[src/wslt_pkg.sv]
`timescale 1ns / 1ps

package wslt_pkg;

   localparam int DEFAULT_TABLE_DEPTH = 64;

   localparam int MAC_W   = 48;
   localparam int LEVEL_W = 8;
   localparam int MAKER_W = 3;
   localparam int WORD_W  = MAC_W + 1 + LEVEL_W + MAKER_W;

   localparam logic [7:0] FRAME_BEACON = 8'h80;
   localparam logic [7:0] FRAME_PROBE  = 8'h40;
   localparam int         LOCAL_BIT    = 1;

   localparam logic [11:0] SSID_HDR_END = 12'd38;
   localparam logic [7:0]  SSID_MAX_LEN = 8'd32;
   localparam logic [7:0]  SSID_TAG     = 8'd0;

   localparam logic [1:0] OUT_HIT    = 2'd0;
   localparam logic [1:0] OUT_INSERT = 2'd1;
   localparam logic [1:0] OUT_FULL   = 2'd2;
   localparam logic [1:0] OUT_IGNORE = 2'd3;

   localparam logic [1:0] SSID_PRESENT = 2'd0;
   localparam logic [1:0] SSID_HIDDEN  = 2'd1;
   localparam logic [1:0] SSID_UNKNOWN = 2'd2;
   localparam logic [1:0] SSID_NONE    = 2'd3;

   localparam logic [2:0] VEND_UNKNOWN = 3'd0;
   localparam logic [2:0] VEND_RANDOM  = 3'd1;
   localparam logic [2:0] VEND_A       = 3'd2;
   localparam logic [2:0] VEND_S       = 3'd3;
   localparam logic [2:0] VEND_X       = 3'd4;
   localparam logic [2:0] VEND_T       = 3'd5;
   localparam logic [2:0] VEND_C       = 3'd6;

   typedef struct packed {
      logic [MAC_W-1:0]   mac;
      logic               router;
      logic [LEVEL_W-1:0] level;
      logic [MAKER_W-1:0] maker;
   } entry_type;

   function automatic logic [2:0] vendor_of(input logic [MAC_W-1:0] mac);
      logic [23:0] oui;
      logic [2:0]  code;
      oui = mac[47:24];
      code = VEND_UNKNOWN;
      if (oui[16+LOCAL_BIT]) begin
         code = VEND_RANDOM;
      end else begin
         case (oui)
            24'hF01898, 24'hACBC32: code = VEND_A;
            24'hA89CED, 24'h5CE8EB: code = VEND_S;
            24'h640980, 24'h886C60: code = VEND_X;
            24'hD84567:             code = VEND_T;
            24'h38D57A:             code = VEND_C;
            default:                code = VEND_UNKNOWN;
         endcase
      end
      return code;
   endfunction

   function automatic logic [1:0] ssid_class(input logic [11:0] flen,
                                             input logic [7:0]  tag,
                                             input logic [7:0]  tlen);
      logic [12:0] need;
      logic [1:0]  cls;
      need = {1'b0, SSID_HDR_END} + {5'b0, tlen};
      if (flen <= SSID_HDR_END) begin
         cls = SSID_HIDDEN;
      end else if (tag == SSID_TAG && tlen <= SSID_MAX_LEN && need <= {1'b0, flen}) begin
         cls = (tlen == 8'd0) ? SSID_HIDDEN : SSID_PRESENT;
      end else begin
         cls = SSID_UNKNOWN;
      end
      return cls;
   endfunction

endpackage

[src/wslt_ram.sv]
`timescale 1ns / 1ps

module wslt_ram #(
   parameter int WIDTH = 8,
   parameter int DEPTH = 64,
   localparam int AddrW = (DEPTH > 1) ? $clog2(DEPTH) : 1
) (
   input  logic             clock,
   input  logic             wr_en,
   input  logic [AddrW-1:0] wr_addr,
   input  logic [WIDTH-1:0] wr_data,
   input  logic [AddrW-1:0] rd_addr,
   output logic [WIDTH-1:0] rd_data
);

   logic [WIDTH-1:0] mem [DEPTH];
   logic [WIDTH-1:0] rd_data_ff;

   always_ff @(posedge clock) begin
      if (wr_en) begin
         mem[wr_addr] <= wr_data;
      end
      rd_data_ff <= mem[rd_addr];
   end

   assign rd_data = rd_data_ff;

endmodule

[src/wifi_station_learning_table.sv]
`timescale 1ns / 1ps

// Learns source addresses of beacons (routers) and probe requests (clients) into a table
// held in one single-port-read memory. For a beacon or probe request the stored addresses
// are read one per cycle through the memory read port, overlapped with the compare of the
// previous read, and the scan stops at the first match or after the last entry. Any other
// frame type skips the scan. One item is in work at a time; a finished result waits in the
// output register. The table needs no clearing after reset: only slots below the entry
// count are ever compared.
module wifi_station_learning_table
   import wslt_pkg::*;
#(
   parameter int TABLE_DEPTH = DEFAULT_TABLE_DEPTH
) (
   input  logic              clock,
   input  logic              reset,
   input  logic              req_valid,
   output logic              req_ready,
   input  logic [7:0]        req_frame_type,
   input  logic [47:0]       req_src_mac,
   input  logic signed [7:0] req_rssi,
   input  logic [11:0]       req_frame_length,
   input  logic [7:0]        req_ssid_tag_num,
   input  logic [7:0]        req_ssid_tag_len,
   output logic              rsp_valid,
   input  logic              rsp_ready,
   output logic [1:0]        rsp_outcome,
   output logic [5:0]        rsp_entry_index,
   output logic [2:0]        rsp_vendor_code,
   output logic [1:0]        rsp_ssid_status,
   output logic [6:0]        rsp_router_count,
   output logic [6:0]        rsp_client_count
);

   localparam int IDX_W = (TABLE_DEPTH > 1) ? $clog2(TABLE_DEPTH) : 1;
   localparam int CNT_W = $clog2(TABLE_DEPTH + 1);
   localparam logic [CNT_W-1:0] DEPTH_C = CNT_W'(TABLE_DEPTH);

   localparam logic [1:0] ST_IDLE = 2'd0;
   localparam logic [1:0] ST_SCAN = 2'd1;
   localparam logic [1:0] ST_DONE = 2'd2;

   logic [1:0]         state_ff, state_in;
   logic [CNT_W-1:0]   count_ff, count_in;
   logic [CNT_W-1:0]   router_ff, router_in;
   logic [CNT_W-1:0]   idx_ff, idx_in;
   logic [IDX_W-1:0]   cmp_idx_ff, cmp_idx_in;
   logic               cmp_valid_ff, cmp_valid_in;

   logic [MAC_W-1:0]   mac_ff, mac_in;
   logic [LEVEL_W-1:0] level_ff, level_in;
   logic               beacon_ff, beacon_in;
   logic [2:0]         vendor_ff, vendor_in;

   logic [1:0]         res_outcome_ff, res_outcome_in;
   logic [5:0]         res_index_ff, res_index_in;
   logic [2:0]         res_vendor_ff, res_vendor_in;
   logic [1:0]         res_ssid_ff, res_ssid_in;

   logic               rsp_valid_ff, rsp_valid_in;
   logic [1:0]         rsp_outcome_ff, rsp_outcome_in;
   logic [5:0]         rsp_index_ff, rsp_index_in;
   logic [2:0]         rsp_vendor_ff, rsp_vendor_in;
   logic [1:0]         rsp_ssid_ff, rsp_ssid_in;
   logic [6:0]         rsp_router_ff, rsp_router_in;
   logic [6:0]         rsp_client_ff, rsp_client_in;

   logic               wr_en;
   logic [IDX_W-1:0]   wr_addr;
   entry_type          wr_word;
   entry_type          rd_word;
   logic [WORD_W-1:0]  rd_bits;

   logic               hit;
   logic [CNT_W-1:0]   client_cnt;
   logic [CNT_W+6:0]   router_wide;
   logic [CNT_W+6:0]   client_wide;
   logic [CNT_W+5:0]   count_wide;
   logic [IDX_W+5:0]   cmp_idx_wide;

   wslt_ram #(
      .WIDTH(WORD_W),
      .DEPTH(TABLE_DEPTH)
   ) u_table (
      .clock  (clock),
      .wr_en  (wr_en),
      .wr_addr(wr_addr),
      .wr_data(wr_word),
      .rd_addr(idx_ff[IDX_W-1:0]),
      .rd_data(rd_bits)
   );

   assign rd_word      = entry_type'(rd_bits);
   assign hit          = cmp_valid_ff && (rd_word.mac == mac_ff);
   assign client_cnt   = count_ff - router_ff;
   assign router_wide  = (CNT_W + 7)'(router_ff);
   assign client_wide  = (CNT_W + 7)'(client_cnt);
   assign count_wide   = (CNT_W + 6)'(count_ff);
   assign cmp_idx_wide = (IDX_W + 6)'(cmp_idx_ff);

   assign req_ready = (state_ff == ST_IDLE);

   always_comb begin
      state_in       = state_ff;
      count_in       = count_ff;
      router_in      = router_ff;
      idx_in         = idx_ff;
      cmp_idx_in     = cmp_idx_ff;
      cmp_valid_in   = cmp_valid_ff;
      mac_in         = mac_ff;
      level_in       = level_ff;
      beacon_in      = beacon_ff;
      vendor_in      = vendor_ff;
      res_outcome_in = res_outcome_ff;
      res_index_in   = res_index_ff;
      res_vendor_in  = res_vendor_ff;
      res_ssid_in    = res_ssid_ff;
      rsp_valid_in   = rsp_valid_ff && !rsp_ready;
      rsp_outcome_in = rsp_outcome_ff;
      rsp_index_in   = rsp_index_ff;
      rsp_vendor_in  = rsp_vendor_ff;
      rsp_ssid_in    = rsp_ssid_ff;
      rsp_router_in  = rsp_router_ff;
      rsp_client_in  = rsp_client_ff;
      wr_en          = 1'b0;
      wr_addr        = cmp_idx_ff;
      wr_word        = rd_word;

      unique case (state_ff)
         ST_IDLE: begin
            if (req_valid) begin
               mac_in       = req_src_mac;
               level_in     = req_rssi;
               beacon_in    = (req_frame_type == FRAME_BEACON);
               vendor_in    = vendor_of(req_src_mac);
               idx_in       = '0;
               cmp_valid_in = 1'b0;
               res_index_in = '0;
               res_vendor_in = VEND_UNKNOWN;
               if (req_frame_type == FRAME_BEACON) begin
                  res_ssid_in = ssid_class(req_frame_length, req_ssid_tag_num,
                                           req_ssid_tag_len);
               end else begin
                  res_ssid_in = SSID_NONE;
               end
               if (req_frame_type == FRAME_BEACON || req_frame_type == FRAME_PROBE) begin
                  state_in = ST_SCAN;
               end else begin
                  res_outcome_in = OUT_IGNORE;
                  state_in       = ST_DONE;
               end
            end
         end
         ST_SCAN: begin
            if (hit) begin
               wr_en          = 1'b1;
               wr_addr        = cmp_idx_ff;
               wr_word        = rd_word;
               wr_word.level  = level_ff;
               res_outcome_in = OUT_HIT;
               res_index_in   = cmp_idx_wide[5:0];
               res_vendor_in  = rd_word.maker;
               cmp_valid_in   = 1'b0;
               state_in       = ST_DONE;
            end else if (idx_ff < count_ff) begin
               cmp_valid_in = 1'b1;
               cmp_idx_in   = idx_ff[IDX_W-1:0];
               idx_in       = idx_ff + 1'b1;
            end else begin
               cmp_valid_in = 1'b0;
               state_in     = ST_DONE;
               if (count_ff < DEPTH_C) begin
                  wr_en          = 1'b1;
                  wr_addr        = count_ff[IDX_W-1:0];
                  wr_word.mac    = mac_ff;
                  wr_word.router = beacon_ff;
                  wr_word.level  = level_ff;
                  wr_word.maker  = vendor_ff;
                  count_in       = count_ff + 1'b1;
                  if (beacon_ff) begin
                     router_in = router_ff + 1'b1;
                  end
                  res_outcome_in = OUT_INSERT;
                  res_index_in   = count_wide[5:0];
                  res_vendor_in  = vendor_ff;
               end else begin
                  res_outcome_in = OUT_FULL;
               end
            end
         end
         ST_DONE: begin
            if (!rsp_valid_ff || rsp_ready) begin
               rsp_valid_in   = 1'b1;
               rsp_outcome_in = res_outcome_ff;
               rsp_index_in   = res_index_ff;
               rsp_vendor_in  = res_vendor_ff;
               rsp_ssid_in    = res_ssid_ff;
               rsp_router_in  = router_wide[6:0];
               rsp_client_in  = client_wide[6:0];
               state_in       = ST_IDLE;
            end
         end
         default: begin
            state_in = ST_IDLE;
         end
      endcase
   end

   always_ff @(posedge clock) begin
      if (reset) begin
         state_ff     <= ST_IDLE;
         count_ff     <= '0;
         router_ff    <= '0;
         cmp_valid_ff <= 1'b0;
         rsp_valid_ff <= 1'b0;
      end else begin
         state_ff     <= state_in;
         count_ff     <= count_in;
         router_ff    <= router_in;
         cmp_valid_ff <= cmp_valid_in;
         rsp_valid_ff <= rsp_valid_in;
      end
   end

   always_ff @(posedge clock) begin
      idx_ff         <= idx_in;
      cmp_idx_ff     <= cmp_idx_in;
      mac_ff         <= mac_in;
      level_ff       <= level_in;
      beacon_ff      <= beacon_in;
      vendor_ff      <= vendor_in;
      res_outcome_ff <= res_outcome_in;
      res_index_ff   <= res_index_in;
      res_vendor_ff  <= res_vendor_in;
      res_ssid_ff    <= res_ssid_in;
      rsp_outcome_ff <= rsp_outcome_in;
      rsp_index_ff   <= rsp_index_in;
      rsp_vendor_ff  <= rsp_vendor_in;
      rsp_ssid_ff    <= rsp_ssid_in;
      rsp_router_ff  <= rsp_router_in;
      rsp_client_ff  <= rsp_client_in;
   end

   assign rsp_valid        = rsp_valid_ff;
   assign rsp_outcome      = rsp_outcome_ff;
   assign rsp_entry_index  = rsp_index_ff;
   assign rsp_vendor_code  = rsp_vendor_ff;
   assign rsp_ssid_status  = rsp_ssid_ff;
   assign rsp_router_count = rsp_router_ff;
   assign rsp_client_count = rsp_client_ff;

endmodule

[config.mk]
export PLATFORM = sky130hd
export DESIGN_NAME = wifi_station_learning_table
export DESIGN_NICKNAME = d
export VERILOG_FILES = /design/src/wslt_pkg.sv /design/src/wslt_ram.sv /design/src/wifi_station_learning_table.sv
export SDC_FILE = /design/constraint.sdc
export NUM_CORES = 2
export LEC_CHECK = 0
export BUFFER_PORTS_ARGS = -buffer_cell sky130_fd_sc_hd__buf_2
export CAP_MARGIN = 40
export CORE_ASPECT_RATIO = 0.7
export CORE_UTILIZATION = 50
export DETAILED_ROUTE_END_ITERATION = 10
export GPL_TIMING_DRIVEN = 0
export HOLD_SLACK_MARGIN = 0.03
export PLACE_DENSITY = 0.64
export SLEW_MARGIN = 20
export SYNTH_ARGS = -nofsm -noshare
export SYNTH_HDL_FRONTEND = slang
export SYNTH_SLANG_ARGS = --single-unit
[constraint.sdc]
create_clock -name clock -period 9.3 [get_ports clock]
set_input_delay 0.93 -clock clock [delete_from_list [all_inputs] [get_ports clock]]
set_output_delay 0.93 -clock clock [all_outputs]
set_load 0.02 [all_outputs]
* Word-level counts from Yosys, hierarchy flattened
Memory sizes are Yosys's and may differ from the RTL's. A register that Yosys moved wholly into a read port is not among the register bits. Cells that the tools add are included.
Operators by class: add/subtract/negate cells 5, multipliers 0, divide/modulo/power cells 0, order comparisons 5, eq/ne operators 20, shifts and indexed selects 0, mux-type cells 50, bitwise logic cells 3, reduce and logical (&&, ||, !) cells 26
Operators with widths (count):
- $mux W60 | 4
- $eq A24 B24 Y1 const B | 5
- $eq A24 B23 Y1 const B | 2
- $eq A48 B48 Y1 | 1
- $mux W6 | 8
- $eq A24 B22 Y1 const B | 1
- $mux W2 | 12
- $add A7 B1 Y7 const B | 3
- $mux W7 | 3
- $logic_not A8 Y1 | 2
- $reduce_and A4 Y1 | 4
- $pmux W3 S5 | 1
- $pmux W7 S2 | 1
- $le A12 B6 Y1 const B | 1
- $le A9 B12 Y1 | 1
- $mux W1 | 12
- $mux W3 | 4
- $pmux W6 S2 | 1
- $ne A2 B2 Y1 const B | 5
- $add A6 B8 Y9 const A | 1
- $eq A8 B7 Y1 const B | 1
- $eq A8 B8 Y1 const B | 1
- $le A8 B6 Y1 const B | 1
- $reduce_or A2 Y1 | 4
- other kinds (19) | 30
Word-level totals: bits in registers 131, bits in latches 0, bits in writable memories 3840, ROM bits 0, bits of input ports 96, output and inout bits 29, word-level logic and storage cells 132, memories 1
Memory list:
- u_table.mem | depth 64, width 60, read ports 1, clocked after Yosys merged registers in 1, write ports 1, RTL line wslt_ram.sv:16 | logic [WIDTH-1:0] mem [DEPTH];

* Depth between registers and ports, before layout
depth after elaboration 7, gate-level depth with buffers 13, depth with buffers taken out 13

* By module
A second synthesis with hierarchy kept.
Second synthesis, totals: cells, all modules 6658, area total of the unflattened synthesis 153788.7 um^2
By module, submodules not included:
- wslt_ram | instances 1, cells each 6092, area an instance 146530.5 um^2, seq. area each 116511.7 um^2
- wifi_station_learning_table | instances 1, cells each 566, area an instance 7258.2 um^2, seq. area each 3753.6 um^2

* Worst setup path before layout
Ideal clock, no wire load.
path kind flip-flop to flip-flop, start register count_ff[3], end memory u_table.mem[11][0] (netlist name) (enable), library setup time 0.460 ns, data arrival time 4.645 ns, data required time 8.840 ns, setup slack 4.194 ns, stages on the path, launching flop included 13, buffers on the path 2, period minus slack after synthesis 5.106 ns, cells stage by stage dfxtp_1 > clkbuf_1 > inv_1 > ha_1 > o21a_1 > o21ai_0 > o21a_2 > nor3_4 > nand3_2 > mux2_2 > or2_0 > clkbuf_1 > nor2_1
On the way: longest elaborated chain between the ends 7, elaborated cells on any way between the ends 12, those cells by class 2 x order compare; 10 x mux
RTL lines:
- from (decl) | RTL line wifi_station_learning_table.sv:44 | logic [CNT_W-1:0] count_ff, count_in;
- from (signal assigned) | RTL line wifi_station_learning_table.sv:218 | count_ff <= count_in;
- $lt A7 B7 Y1 | RTL line wifi_station_learning_table.sv:172 | if (count_ff < DEPTH_C) begin
- $mux W1 | RTL line wifi_station_learning_table.sv:172
- $mux W1 | RTL line wifi_station_learning_table.sv:165 | end else if (idx_ff < count_ff) begin
- $mux W1 | RTL line wifi_station_learning_table.sv:155 | if (hit) begin
- $mux W1 | RTL line wifi_station_learning_table.sv:129 | unique case (state_ff)
- $mux W1 | RTL line wslt_ram.sv:20 | if (wr_en) begin
- $mux W1 (implied by the code) | RTL line wslt_ram.sv:21 | mem[wr_addr] <= wr_data;
- to (decl) | RTL line wslt_ram.sv:16
Parallel ways exist; a longest one is shown, timed or not.

* Worst setup path after layout
start register mac_ff[19], end memory u_table.mem[9][19] (netlist name) (enable)
On the way: longest elaborated chain between the ends 6, elaborated cells on any way between the ends 8, those cells by class 1 x eq/ne; 6 x mux; 1 x reduce/logical
RTL lines:
- from (decl) | RTL line wifi_station_learning_table.sv:50 | logic [MAC_W-1:0] mac_ff, mac_in;
- from (signal assigned) | RTL line wifi_station_learning_table.sv:228 | mac_ff <= mac_in;
- $eq A48 B48 Y1 * | RTL line wifi_station_learning_table.sv:94 | assign hit = cmp_valid_ff && (rd_word.mac == mac_ff);
- $logic_and A1 B1 Y1 * | RTL line wifi_station_learning_table.sv:94
- $mux W1 | RTL line wifi_station_learning_table.sv:155
- $mux W1 | RTL line wifi_station_learning_table.sv:129
- $mux W1 | RTL line wslt_ram.sv:20
- $mux W1 (implied by the code) | RTL line wslt_ram.sv:21
Mark *: on every way between the ends. The rest lies on a longest branch, timed or not.

==> reports/metrics.csv <==
metric;value;unit
fin_crit;6119;ps
syn_inst;5300;
synth_top_area_cell;edfxtp_1;
synthArstFlopShare;0;%
synth_area_leaders;edfxtp_1 (77%), mux4_2 (18%), dfxtp_1 (1.1%), mux2_2 (0.45%), xnor2_1 (0.43%);
cts_buffers;320;
netlist_area;131400;um2
vias_per_cell;6.570;
initial_core_util;50.25;%
clock_sinks;3438;
drv_cap;0;
worstPathRequired;9920;ps
wirelength;372200;um
wire_per_inst;37.76;um
dp_hpwl;263300;um
leakagePower;47.85;nW
ys_warn_count;0;
grt_max_degree;65;
min_period_over_period;65.80;%
drc;0;
yosys.area.top_type_share;77.01;%
p_total;0.03255;W
startpoint_type;flip-flop;
multi_input_area;28090;um2
hold_viol;0;
crit_family;simple AND/OR/NAND/NOR gates;
clockBufferDepth;4;
rows;157;
clock_latency;900;ps
core_area;261500;um2
crit_path_cell_trace;xnor2_1 -> nand4_1 -> nor4_1 -> nand4_1 -> nand3_2 -> mux2i_1 -> buf_2 -> or2_0 -> clkbuf_1 -> nor2_4 -> buf_16 -> buf_16 -> buf_16;
slowest_delay;740;ps
htreeDepth;5;
synth_edf_count;3369;
cts_resized;0;
track_usage;28.21;%
fin_skew;56.52;ps
synthesis.nets;5422;
antenna_found_initial;30;
cts.hold.buffers_added;0;
peakVddDrop;177.6;uV
first_pass_iters;11;
ys_ff_latch;3438;
rsz0062_at_grt;no;
drt-initial-drc-count;10950;
grt_pass1_vias;62930;
area_growth;17.25;%
endpoint_kind;flip-flop;
vias;64760;
cp_common_cell;buf_16;
dp_cells;9260;
status;complete, no violations;
ys_seq_area_share;78.06;%
die-area;264800;um2
cts_setup_buffers;0;
synth_top_cells_by_count;edfxtp_1 (3369), mux4_2 (1071), clkbuf_1 (123);
cp_slowest_cell;xnor2_1;
nFillCells;17920;
max_slew_margin;22.17;%
ios;125;
layout-drive-gt1-share;35.73;%
yosysUniqueCellTypes;60;
drv_slew;0;
clockRootBuffer;clkbuf_16;
grt_pass1_wl;511700;um
cp_max_fo;12;
drtAntennaViolNets;0;
grt_overflow_total;0;
yosysMostFrequentCell;edfxtp_1;
power.density;211.3;nW/um2
io_buffers;115;
min_path_type;primary input to flip-flop;
syn-mean-instance-area;24.79;um2
finalNonFillerCells;9858;
gp_congestion;0.8439;
worst_pin_slew;1167;ps
cts_tree;built;
cp_data_arrival_time;6740;ps
setup_viol;0;
dieWidth;614.7;um
max_clock_freq;163.4;MHz
cts.reportedPaths.clkPinSlew;60;ps
ys.flop_type;edfxtp_1;
path_class;flip-flop to flip-flop;
critPathBufInv;5;
nets;6218;
tns;0;ps
seqCellArea;102500;um2
die_y;430.9;um
final timing paths:
path | start | endpoint | slack, ps | cells past startpoint
setup reg to reg | mac_ff[19]$_DFFE_PP_ | u_table.mem[9][19]$_DFFE_PP_ | 3180 | 13
setup / recovery | mac_ff[19]$_DFFE_PP_ | u_table.mem[9][19]$_DFFE_PP_ | 3180 | 13
hold reg to reg | res_outcome_ff[0]$_SDFFCE_PN1P_ | rsp_outcome[0]$_DFFE_PP_ | 420 | 0
hold / removal | req_src_mac[21] | mac_ff[21]$_DFFE_PP_ | 210 | 1
per-stage QoR:
step / setup WS, ps / hold WS [ps] / util (%) / area [um2]
after floorplan: 4194 / 400.3 / - / 131400
after CTS: 3499 / 163.8 / 58.84 / 153800
after global routing: 3315 / 189.5 / 58.90 / 154000
after global placement: -1497 / 409.2 / 52.14 / 136300
final: 3181 / 214.0 / 58.91 / 154000
after detailed placement: 3562 / 406.6 / 54.94 / 143600
cells in the final DEF (no fill, tap or decap), types with 12 or more instances in the layout:
cell,n
clkbuf_16,330
nor2_4,64
clkbuf_1,169
mux2i_1,12
clkbuf_8,24
buf_1,25
diode_2,13
mux2_2,52
mux4_2,1071
bufinv_16,23
nand3_1,16
nor2_1,51
nor3_1,21
nand4_1,20
nand2_1,31
buf_8,14
a21oi_1,13
dfxtp_1,69
buf_2,228
clkinv_2,52
inv_1,31
xnor2_1,64
nor4_1,13
buf_16,72
buf_12,193
clkbuf_2,32
ha_1,25
clkinv_1,48
xor2_1,12
nand2b_1,12
edfxtp_1,3369
buf_6,72
power by group:
group | total, W | switching, W | leakage, nW | internal [W]
Combinational | 0.00200 | 0.00128 | 11.9 | 0.000714
Clock | 0.0130 | 0.00567 | 5.01 | 0.00735
Sequential | 0.0175 | 0.0000717 | 30.9 | 0.0175
Total | 0.0326 | 0.00703 | 47.9 | 0.0255
logic make-up after synthesis:
logic type | synth area share [%]
fa+ha+maj | 0.2533
buf+inv | 0.9429
mux | 18.90
compound gates | 0.2829
simple gates | 1.058
flops | 78.06
xor+xnor | 0.5067
routing by layer:
layer	part of all wire [%]	vias up	GRT usage, %
li1	-	24610	-
met1	40	34960	42.57
met5	0.0073	-	0
met2	43	4596	39.78
met4	3.2	4	8.123
met3	14	593	8.908
state kept, by name, indices dropped and copies added, names as in the netlist, 6 cells and up:
| register | count |
|---|---|
| u_table.mem | 3264 |
| res_index_ff | 6 |
| idx_ff | 7 |
| rsp_entry_index | 6 |
| rsp_client_count | 7 |
| mac_ff | 48 |
| count_ff | 7 |
| u_table.rd_data | 51 |
| router_ff | 7 |
| cmp_idx_ff | 6 |
| rsp_router_count | 7 |
area by class of cell:
class | count | area share, %
Tap cell | 3498 | 2.841
Clock inverter | 141 | 0.8537
Multi-Input combinational cell | 1569 | 18.24
Clock buffer | 432 | 5.766
Antenna cell | 13 | 0.02112
Buffer | 260 | 0.7563
Timing Repair Buffer | 474 | 4.863
Inverter | 33 | 0.08204
Sequential cell | 3438 | 66.58
Note: power is estimated with default switching activity, not from simulation.
